### src/design/pansharpen_pixel_unit_assert.svh
// ----------------------------------------------------------------------------
// Assertion macros for the pansharpening pixel unit
// Both macros expect signals named clk and rst in the scope that uses them.
// ----------------------------------------------------------------------------
`ifndef PANSHARPEN_PIXEL_UNIT_ASSERT_SVH
`define PANSHARPEN_PIXEL_UNIT_ASSERT_SVH

// Same-cycle implication, checked outside of reset.
`define PANSH_ASSERT_IMP(label, ante, cons, msg) \
  label: assert property (@(posedge clk) disable iff (rst) (ante) |-> (cons)) \
    else $error(msg);

// Next-cycle implication, checked outside of reset.
`define PANSH_ASSERT_NXT(label, ante, cons, msg) \
  label: assert property (@(posedge clk) disable iff (rst) (ante) |=> (cons)) \
    else $error(msg);

`endif

### src/design/pansh_pkg.sv
// ----------------------------------------------------------------------------
// pansh_pkg
// Shared types and constants of the pansharpening pixel unit.
// ----------------------------------------------------------------------------
package pansh_pkg;

  // Width of one sample field on the input stream.
  localparam int IN_W      = 16;
  // Number of multispectral bands, one lane each.
  localparam int NUM_BANDS = 4;
  // Width of one sharpened band on the output stream.
  localparam int OUT_W     = 26;

  // Saturation limits of a sharpened band.
  localparam logic signed [OUT_W-1:0] OUT_MAX = 26'sh1FFFFFF;
  localparam logic signed [OUT_W-1:0] OUT_MIN = 26'sh2000000;

  // Register map.
  localparam int ADDR_W = 3;
  localparam logic [ADDR_W-1:0] ADDR_MODE = 3'd0;

  // Sharpening method.
  typedef enum logic {
    MODE_BROVEY = 1'b0,
    MODE_IHS    = 1'b1
  } mode_t;

  // What one lane hands to the merge stage.
  typedef struct packed {
    logic [OUT_W-1:0] brovey;
    logic [OUT_W-1:0] ihs;
  } lane_res_t;

endpackage

### src/design/pansh_div.sv
// ----------------------------------------------------------------------------
// pansh_div
// Pipelined restoring divider: one quotient bit per stage, each stage a
// compare and subtract of the partial remainder against the divisor.
// ----------------------------------------------------------------------------
module pansh_div #(
  parameter int SUM_W = 18,
  parameter int Q_W   = 24
) (
  input  logic             clk,
  input  logic             en,
  input  logic [SUM_W-1:0] rem_in,
  input  logic [Q_W-1:0]   low_in,
  input  logic [SUM_W-1:0] dvs_in,
  output logic [Q_W-1:0]   quot
);

  // Stage registers: partial remainder, remaining dividend bits with the
  // quotient bits shifted in behind them, and the divisor of that item.
  logic [SUM_W-1:0] rem_r [Q_W];
  logic [Q_W-1:0]   low_r [Q_W];
  logic [SUM_W-1:0] dvs_r [Q_W];

  for (genvar k = 0; k < Q_W; k++) begin : g_stage
    logic [SUM_W-1:0] r_src;
    logic [Q_W-1:0]   l_src;
    logic [SUM_W-1:0] d_src;
    logic [SUM_W:0]   trial;
    logic [SUM_W:0]   diff;
    logic             ge;

    // Stage input comes from the previous stage or from the lane.
    if (k == 0) begin : g_first
      assign r_src = rem_in;
      assign l_src = low_in;
      assign d_src = dvs_in;
    end else begin : g_rest
      assign r_src = rem_r[k-1];
      assign l_src = low_r[k-1];
      assign d_src = dvs_r[k-1];
    end

    // Bring down one dividend bit and try to subtract the divisor.
    assign trial = {r_src, l_src[Q_W-1]};
    assign diff  = trial - {1'b0, d_src};
    assign ge    = (trial >= {1'b0, d_src});

    always_ff @(posedge clk) begin
      if (en) begin
        rem_r[k] <= ge ? diff[SUM_W-1:0] : trial[SUM_W-1:0];
        low_r[k] <= {l_src[Q_W-2:0], ge};
        dvs_r[k] <= d_src;
      end
    end
  end

  assign quot = low_r[Q_W-1];

endmodule

### src/design/pansh_lane.sv
// ----------------------------------------------------------------------------
// pansh_lane
// One band of the pixel: product with pan and the ratio by the band sum for
// the Brovey method, and the additive fast-IHS value kept alongside it.
// ----------------------------------------------------------------------------
module pansh_lane import pansh_pkg::*; #(
  parameter int SAMPLE_BITS = 16,
  parameter int FRAC_BITS   = 8
) (
  input  logic                   clk,
  input  logic                   en,
  input  logic [SAMPLE_BITS-1:0] band,
  input  logic [SAMPLE_BITS-1:0] pan,
  input  logic [SAMPLE_BITS+1:0] sum,
  output lane_res_t              res
);

  localparam int S     = SAMPLE_BITS;
  localparam int F     = FRAC_BITS;
  localparam int SUM_W = S + 2;
  localparam int Q_W   = S + F;
  localparam int IHS_W = S + F + 2;
  localparam int EXT_W = (IHS_W > OUT_W) ? IHS_W : OUT_W;
  localparam int QX_W  = (Q_W > OUT_W) ? Q_W : OUT_W;

  logic [2*S-1:0]          prod;
  logic [S:0]              band_pan;
  logic signed [IHS_W-1:0] ihs_full;
  logic signed [EXT_W-1:0] ihs_ext;
  logic [OUT_W-1:0]        ihs_sat;

  logic [2*S-1:0]          prod_r;
  logic [SUM_W-1:0]        sum_r;
  logic [OUT_W-1:0]        ihs_d [Q_W+1];

  logic [Q_W-1:0]          quot;
  logic [QX_W-1:0]         quot_x;

  // Product of band and pan for the ratio.
  assign prod = (2*S)'(band) * (2*S)'(pan);

  // Fast IHS: (band + pan) scaled minus a quarter of the sum, all scaled.
  assign band_pan = (S+1)'(band) + (S+1)'(pan);
  assign ihs_full = $signed(IHS_W'(band_pan) << F) - $signed(IHS_W'(sum) << (F - 2));
  assign ihs_ext  = EXT_W'(ihs_full);

  always_comb begin
    if (ihs_ext > EXT_W'(OUT_MAX)) begin
      ihs_sat = OUT_MAX;
    end else if (ihs_ext < EXT_W'(OUT_MIN)) begin
      ihs_sat = OUT_MIN;
    end else begin
      ihs_sat = ihs_ext[OUT_W-1:0];
    end
  end

  // Product stage; the IHS value rides along with the divider stages.
  always_ff @(posedge clk) begin
    if (en) begin
      prod_r   <= prod;
      sum_r    <= sum;
      ihs_d[0] <= ihs_sat;
      for (int k = 1; k <= Q_W; k++) begin
        ihs_d[k] <= ihs_d[k-1];
      end
    end
  end

  // The quotient is at most pan * 2^F, so the upper product bits already sit
  // below the divisor and form the starting remainder.
  pansh_div #(
    .SUM_W (SUM_W),
    .Q_W   (Q_W)
  ) u_div (
    .clk    (clk),
    .en     (en),
    .rem_in (SUM_W'(prod_r[2*S-1:S])),
    .low_in ({prod_r[S-1:0], {F{1'b0}}}),
    .dvs_in (sum_r),
    .quot   (quot)
  );

  // Saturate the ratio to the output range.
  assign quot_x = QX_W'(quot);

  always_comb begin
    if (quot_x > QX_W'(OUT_MAX)) begin
      res.brovey = OUT_MAX;
    end else begin
      res.brovey = quot_x[OUT_W-1:0];
    end
    res.ihs = ihs_d[Q_W];
  end

endmodule

### config.mk
export PLATFORM = sky130hd
export DESIGN_NAME = pansh_lane
export DESIGN_NICKNAME = d
export VERILOG_FILES = /design/src/design/pansharpen_pixel_unit_assert.svh /design/src/design/pansh_pkg.sv /design/src/design/pansh_div.sv /design/src/design/pansh_lane.sv
export SDC_FILE = /design/constraint.sdc
export NUM_CORES = 2
export LEC_CHECK = 0
export BUFFER_PORTS_ARGS = -buffer_cell sky130_fd_sc_hd__buf_2
export CAP_MARGIN = 20
export CORE_AREA = 10 10 351 420
export DETAILED_ROUTE_END_ITERATION = 10
export DIE_AREA = 0 0 361 430
export HOLD_SLACK_MARGIN = 0.02
export PLACE_DENSITY = 0.8
export SYNTH_ARGS = -nofsm -noshare
export SYNTH_HDL_FRONTEND = slang
export SYNTH_SLANG_ARGS = --single-unit
### constraint.sdc
create_clock -name clk -period 10.1 [get_ports clk]
set_input_delay 2.02 -clock clk [delete_from_list [all_inputs] [get_ports clk]]
set_output_delay 2.02 -clock clk [all_outputs]
set_load 0.02 [all_outputs]
# Yosys cells after proc, flatten, opt, wreduce, memory -nomap -nowiden

Memories as Yosys holds them, arrays and structs flattened.
Cells that the tools add are included.

Flip-flop bits (word level): 50
Bits in latches: 0
Bits in writable memories: 2090
ROM bits: 0
Bits of input ports: 52
Output and inout bits: 52
Logic and storage cells: 89
Memories kept: 4

Memories:

| name        | depth | width | rd ports | clocked after Yosys merged registers in | wr ports | RTL line         | source |
|---|---|---|---|---|---|---|---|
| ihs_d       | 25    | 26    | 25       | 0                                       | 25       | pansh_lane.sv:34 | `logic [OUT_W-1:0] ihs_d [Q_W+1];` |
| u_div.low_r | 24    | 24    | 24       | 0                                       | 24       | pansh_div.sv:21  | `logic [Q_W-1:0] low_r [Q_W];` |
| u_div.dvs_r | 24    | 18    | 23       | 0                                       | 24       | pansh_div.sv:22  | `logic [SUM_W-1:0] dvs_r [Q_W];` |
| u_div.rem_r | 24    | 18    | 23       | 0                                       | 24       | pansh_div.sv:20  | `logic [SUM_W-1:0] rem_r [Q_W];` |

$add $sub $neg: 26
$mul: 1
Divide/modulo/power cells: 0
Order comparisons: 27
Equal/unequal tests: 0
Shifts and indexed selects: 0
Muxes and demuxes: 29
Bitwise operators: 0
Reductions and logical operators: 0

Operators by type and width:

| operator                                                         | count |
|---|---|
| greater-or-equal comparator 19 x 18 -> 1 bit                     | 23 |
| 2-to-1 mux 18 bit                                                | 24 |
| subtractor 18 bit                                                | 23 |
| 2-to-1 mux 26 bit                                                | 2 |
| multiplier 16 x 16 -> 32 bit                                     | 1 |
| greater-than comparator 26 bit (second input constant)           | 1 |
| < comparator 26 bit (second input constant)                      | 1 |
| subtractor 25 x 24 -> 26 bit                                     | 1 |
| greater-than comparator 24 x 25 -> 1 bit (second input constant) | 1 |
| 2-to-1 mux 25 bit                                                | 1 |
| greater-or-equal comparator 17 x 18 -> 1 bit                     | 1 |
| subtractor 17 x 18 -> 18 bit                                     | 1 |
| adder 16 x 16 -> 17 bit                                          | 1 |
| 2-to-1 mux 1 bit                                                 | 2 |

# Logic depth before layout (Yosys ltp)

Depth after elaboration: 5
Depth in mapped cells: 24
Gate-level depth less buffers: 23

# By module

A second synthesis with hierarchy kept.

Cells, all modules: 6820
Area, all modules: 94604.5 µm²

By module, submodules not included:

| module     | instances | cells an instance | area an instance (µm²) | sequential area each (µm²) |
|---|---|---|---|---|
| pansh_div  | 1         | 5086              | 68125.3                | 42160.4 |
| pansh_lane | 1         | 1734              | 26479.1                | 16485.8 |

# Least setup slack after synthesis

Ideal clock, no wire load.

Kind: in2reg
From: input band[7]
To: register prod_r[31], data pin
Setup time: 0.259 ns
Arrival: 7.697 ns
Data required time: 9.841 ns
Slack: 2.144 ns
Stages on the path: 22
Buffers on the path: 1
Cell sequence: clkbuf_1 -> and2_1 -> fa_1 -> inv_1 -> fa_1 -> fa_1 -> inv_1 -> fa_1 -> fa_1 -> inv_1 -> fa_1 -> inv_1 -> ha_1 -> and2_1 -> a221o_1 -> o41ai_1 -> a21oi_1 -> a31oi_1 -> o21ai_1 -> a221o_1 -> a21oi_1 -> xnor2_1

Cells in the longest elaborated chain, start to end: 1

Ends and longest elaborated chain:

| item                         | RTL line         | source |
|---|---|---|
| from (decl)                  | pansh_lane.sv:12 | `input logic [SAMPLE_BITS-1:0] band,` |
| multiplier 16 x 16 -> 32 bit | pansh_lane.sv:40 | `assign prod = (2*S)'(band) * (2*S)'(pan);` |
| via prod[31]                 | pansh_lane.sv:26 | `logic [2*S-1:0] prod;` |
| to (signal assigned)         | pansh_lane.sv:60 | `prod_r <= prod;` |
| to (decl)                    | pansh_lane.sv:32 | `logic [2*S-1:0] prod_r;` |

The timed path passes the listed nets, and every way through them passes these cells.
A chain may end at the register's enable or synchronous reset.

# Final worst setup path

From: input pan[6]
To: register prod_r[31], data pin

Cells in the longest elaborated chain, start to end: 1

Ends and longest elaborated chain:

| item                         | RTL line         | source |
|---|---|---|
| from (decl)                  | pansh_lane.sv:13 | `input logic [SAMPLE_BITS-1:0] pan,` |
| multiplier 16 x 16 -> 32 bit | pansh_lane.sv:40 |  |
| via prod[31]                 | pansh_lane.sv:26 |  |

The timed path passes the listed nets, and every way through them passes these cells.

==> metrics.md <==
| Metric | Value |
|---|---|
| Status | completed |
| Sequential power share | 36.2% |
| I/O Pins | between 100 and 150 |
| Drt first pass iters | 6 |
| H-tree depth | 4 |
| Worst-path clk slew | about 0.060 ns |
| Worst-path fanout max | 16 |
| Switching share of power | a little over a third |
| Rows | 150 |
| Most area-hungry cell type in the Yosys netlist | edfxtp_1 |
| Crit path time final | 8.08 ns |
| Startpoint types | input pin |
| Int Power | 19.8 mW |
| Vias in the first global route | 52.1k |
| Synth top area cells | edfxtp_1 60%, ha_1 8.0%, fa_1 4.9%, inv_1 3.4%, xnor2_1 2.4% |
| Logic pwr share | a little over two fifths |
| DR vias/cell | 5.82 |
| Most common cell after layout, fill and taps aside | edfxtp_1 |
| Bufs on Longest Clock Path | 3 |
| DR WL/cell | 19.4 µm |
| Total clock sinks | approximately 1.8k |
| VDD IR max | 409 µV |
| Die Wd | 361 µm |
| Die Area | 155000 µm² |
| FMAX | 124 MHz |
| Top_reg_cell synth | edfxtp_1 |
| Finished Cell Area | roughly 96000 µm² |
| Initial antenna violation count | 0 |
| Placement Cell Area | 90900 µm² |
| Synth Area in Simple Gates | 7.27% |
| Die H | 430 µm |
| Post-synthesis adder-cell area fraction | approximately an eighth |
| Post-synth EDFFs | around 1.8k |
| Storage cell area | 53300 µm² |
| Post-Layout Cell Count | 8761 |
| Final setup violation count | 0 |
| CP Data Required Time | 10.64 ns |
| Worst Hold Class | reg2reg |
| TritonCTS buffer count | 169 |
| Avg Cell Area, Syn | 13.4 µm² |
| Synth-to-Final Area Change | 9.09% |
| Post-CTS setup buffers | 0 |
| CTS tree | built |
| Placed Instances | 8450 |
| DP HPWL | 119000 µm |
| Largest family of logic cells by synthesized area | adder cells |
| Worst skew pair latency | approximately 0.8 ns |
| Post-layout power | around 31 mW |
| Synth Area in Compound Gates | 9.17% |
| Number of remaining DRC errors | 0 |
| Vias | 51.0k |
| Ys async rst share | 0% |
| Unique masters post-synth | 93 |
| Yosys top cell area share | 60.3% |
| Most frequent cells in the layout | 1774 x edfxtp_1, 803 x inv_1, 567 x ha_1 |
| Leakage power | between 30 and 40 nW |
| Nets | approximately 7.6k |
| Relative slew margins | 24.1% |
| Fin. Hold Viols | 0 |
| GRT Util Overall | 21.9% |
| Detail Route Antenna Nets | 0 |
| Cts hold-fix bufs | 0 |
| RSZ-0062 raised after global routing | false |
| Final wirelength | 170000 µm |
| DR iter-0 viols | 3520 |
| Power Density | 321 nW/µm² |
| Largest net degree at the start of global routing | 184 |
| Final setup TNS | 0 ns |
| Max-slew violation count | 0 |
| Ant diodes | 0 |
| Core ar. | 139000 µm² |
| Area occupied by multi-input gates | 31500 µm² |
| Final GP Congestion | approximately 0.92 |
| Part of the Yosys area used for sequential elements | 60.3% |
| Worst-Margin Slew | 1.14 ns |
| I/O Buffers | 95 |
| Sw Pwr | 11.1 mW |
| Post-synthesis register bit count | 1774 |
| Total congestion overflow | 0 |
| Max Clock Skew | between 0.05 and 0.06 ns |
| Synth Area in XOR/XNOR | 3.59% |
| Critical path endpoint category | flop |
| Clock power share | 20.1% |
| Final hold slack | 0.380 ns |
| Worst Setup Path Type | in2reg |
| Share of layout cells above drive strength 1 | 8.66% |
| Post-synthesis mux area share | 2.54% |
| Starting density of the core | 63.5% |
| Fill cells | 9227 |
| Root Driver | clkbuf_16 |
| Post-CTS resize count | 0 |
| Mapped cell area | 88300 µm² |
| CP arrival | 8.63 ns |
| Global-route wire length before repair | 273000 µm |
| Gate Count Post-Synth | 6613 |
| Yosys warning total | 0 |
| Number of max-cap violations | 0 |
| Final critical-path share of the clock period | 80.0% |
[worst max-delay path, stage by stage]
cell     delay, ns
buf_2         0.43
ha_1          0.43
fa_1          0.44
inv_1         0.09
fa_1          0.41
fa_1          0.51
inv_1         0.04
fa_1          0.49
fa_1          0.58
inv_1         0.07
fa_1          0.53
inv_1         0.04
ha_1          0.35
and2_1        0.20
a221o_1       0.36
o41ai_1       0.32
a21oi_1       0.16
a31oi_1       0.39
o21ai_1       0.16
a221o_1       0.34
a21oi_1       0.17
xnor2_1       0.09
[area by class of cell]
| class | instances | share of cell area [%] |
|---|---|---|
| multi-input cells | 3919 | 32.6 |
| clock inverters | 90 | 1.05 |
| well taps | 1824 | 2.37 |
| inverters | 808 | 3.15 |
| repair buffers | 128 | 0.893 |
| flip-flops and latches | 1774 | 55.3 |
| clock buffers | 218 | 4.62 |
[power groups by stage]
stage                     logic, mW  registers, mW  clock network (mW)
after floorplan                10.2           11.0                   0
after global placement         13.0           11.2                   0
after detailed placement       13.4           11.3                   0
after CTS                      13.5           11.2                6.36
after global routing           15.1           11.3                6.63
final                          13.5           11.2                6.21
[cells in the mapped netlist (all sizes together) (60+ instances only)]
library cell,count
xnor2,239
o21a,83
and2,134
o21ai,343
nor3,81
a21o,145
edfxtp,1774
nand2b,85
buf,60
inv,808
nand3,69
nor2b,69
xor2,123
nor2,268
fa,218
a21oi,347
nand2,405
ha,567
mux2,175
[state kept, by name (all words and copies together), names as in the netlist]
signal / flops
sum_r: 18
prod_r: 32
u_div.low_r: 420
u_div.dvs_r: 397
ihs_d: 493
u_div.rem_r: 414
[metrics by stage]
stage	utilization (%)	worst slack, ns
final	69.3	2.02
after global routing	69.3	1.82
after CTS	69.3	2.09
after detailed placement	65.3	1.24
after global placement	65.3	1.25
after floorplan	-	2.14
[final timing paths]
path	from	to	slack [ns]	depth (start not counted)
setup / recovery	pan[6]	prod_r[31]	2.02	22
hold reg to reg	ihs_d[0][384]	ihs_d[0][410]	0.38	0
setup reg to reg	u_div.dvs_r[0][19]	u_div.rem_r[0][39]	6.14	11
hold / removal	ihs_d[0][384]	ihs_d[0][410]	0.38	0
[kinds of logic after synthesis]
kind of cell / count (synthesis)
multiplexers: 202
other: 1
AO/OA/AOI/OAI: 1247
buffers and inverters: 927
flip-flops: 1774
XOR/XNOR: 362
AND/OR/NAND/NOR: 1315
adder cells (fa/ha/maj): 785
[metal layers]
metal / vias to the layer above / GRT usage, % / part of all wire [%]
met5: - / 0 / 0
met4: 0 / 9.27 / 4.1
met3: 375 / 3.11 / 4.3
met2: 1286 / 39.2 / 52
met1: 25100 / 26.3 / 40
li1: 24200 / - / -
No activity file was read; power rests on OpenSTA's default activity.
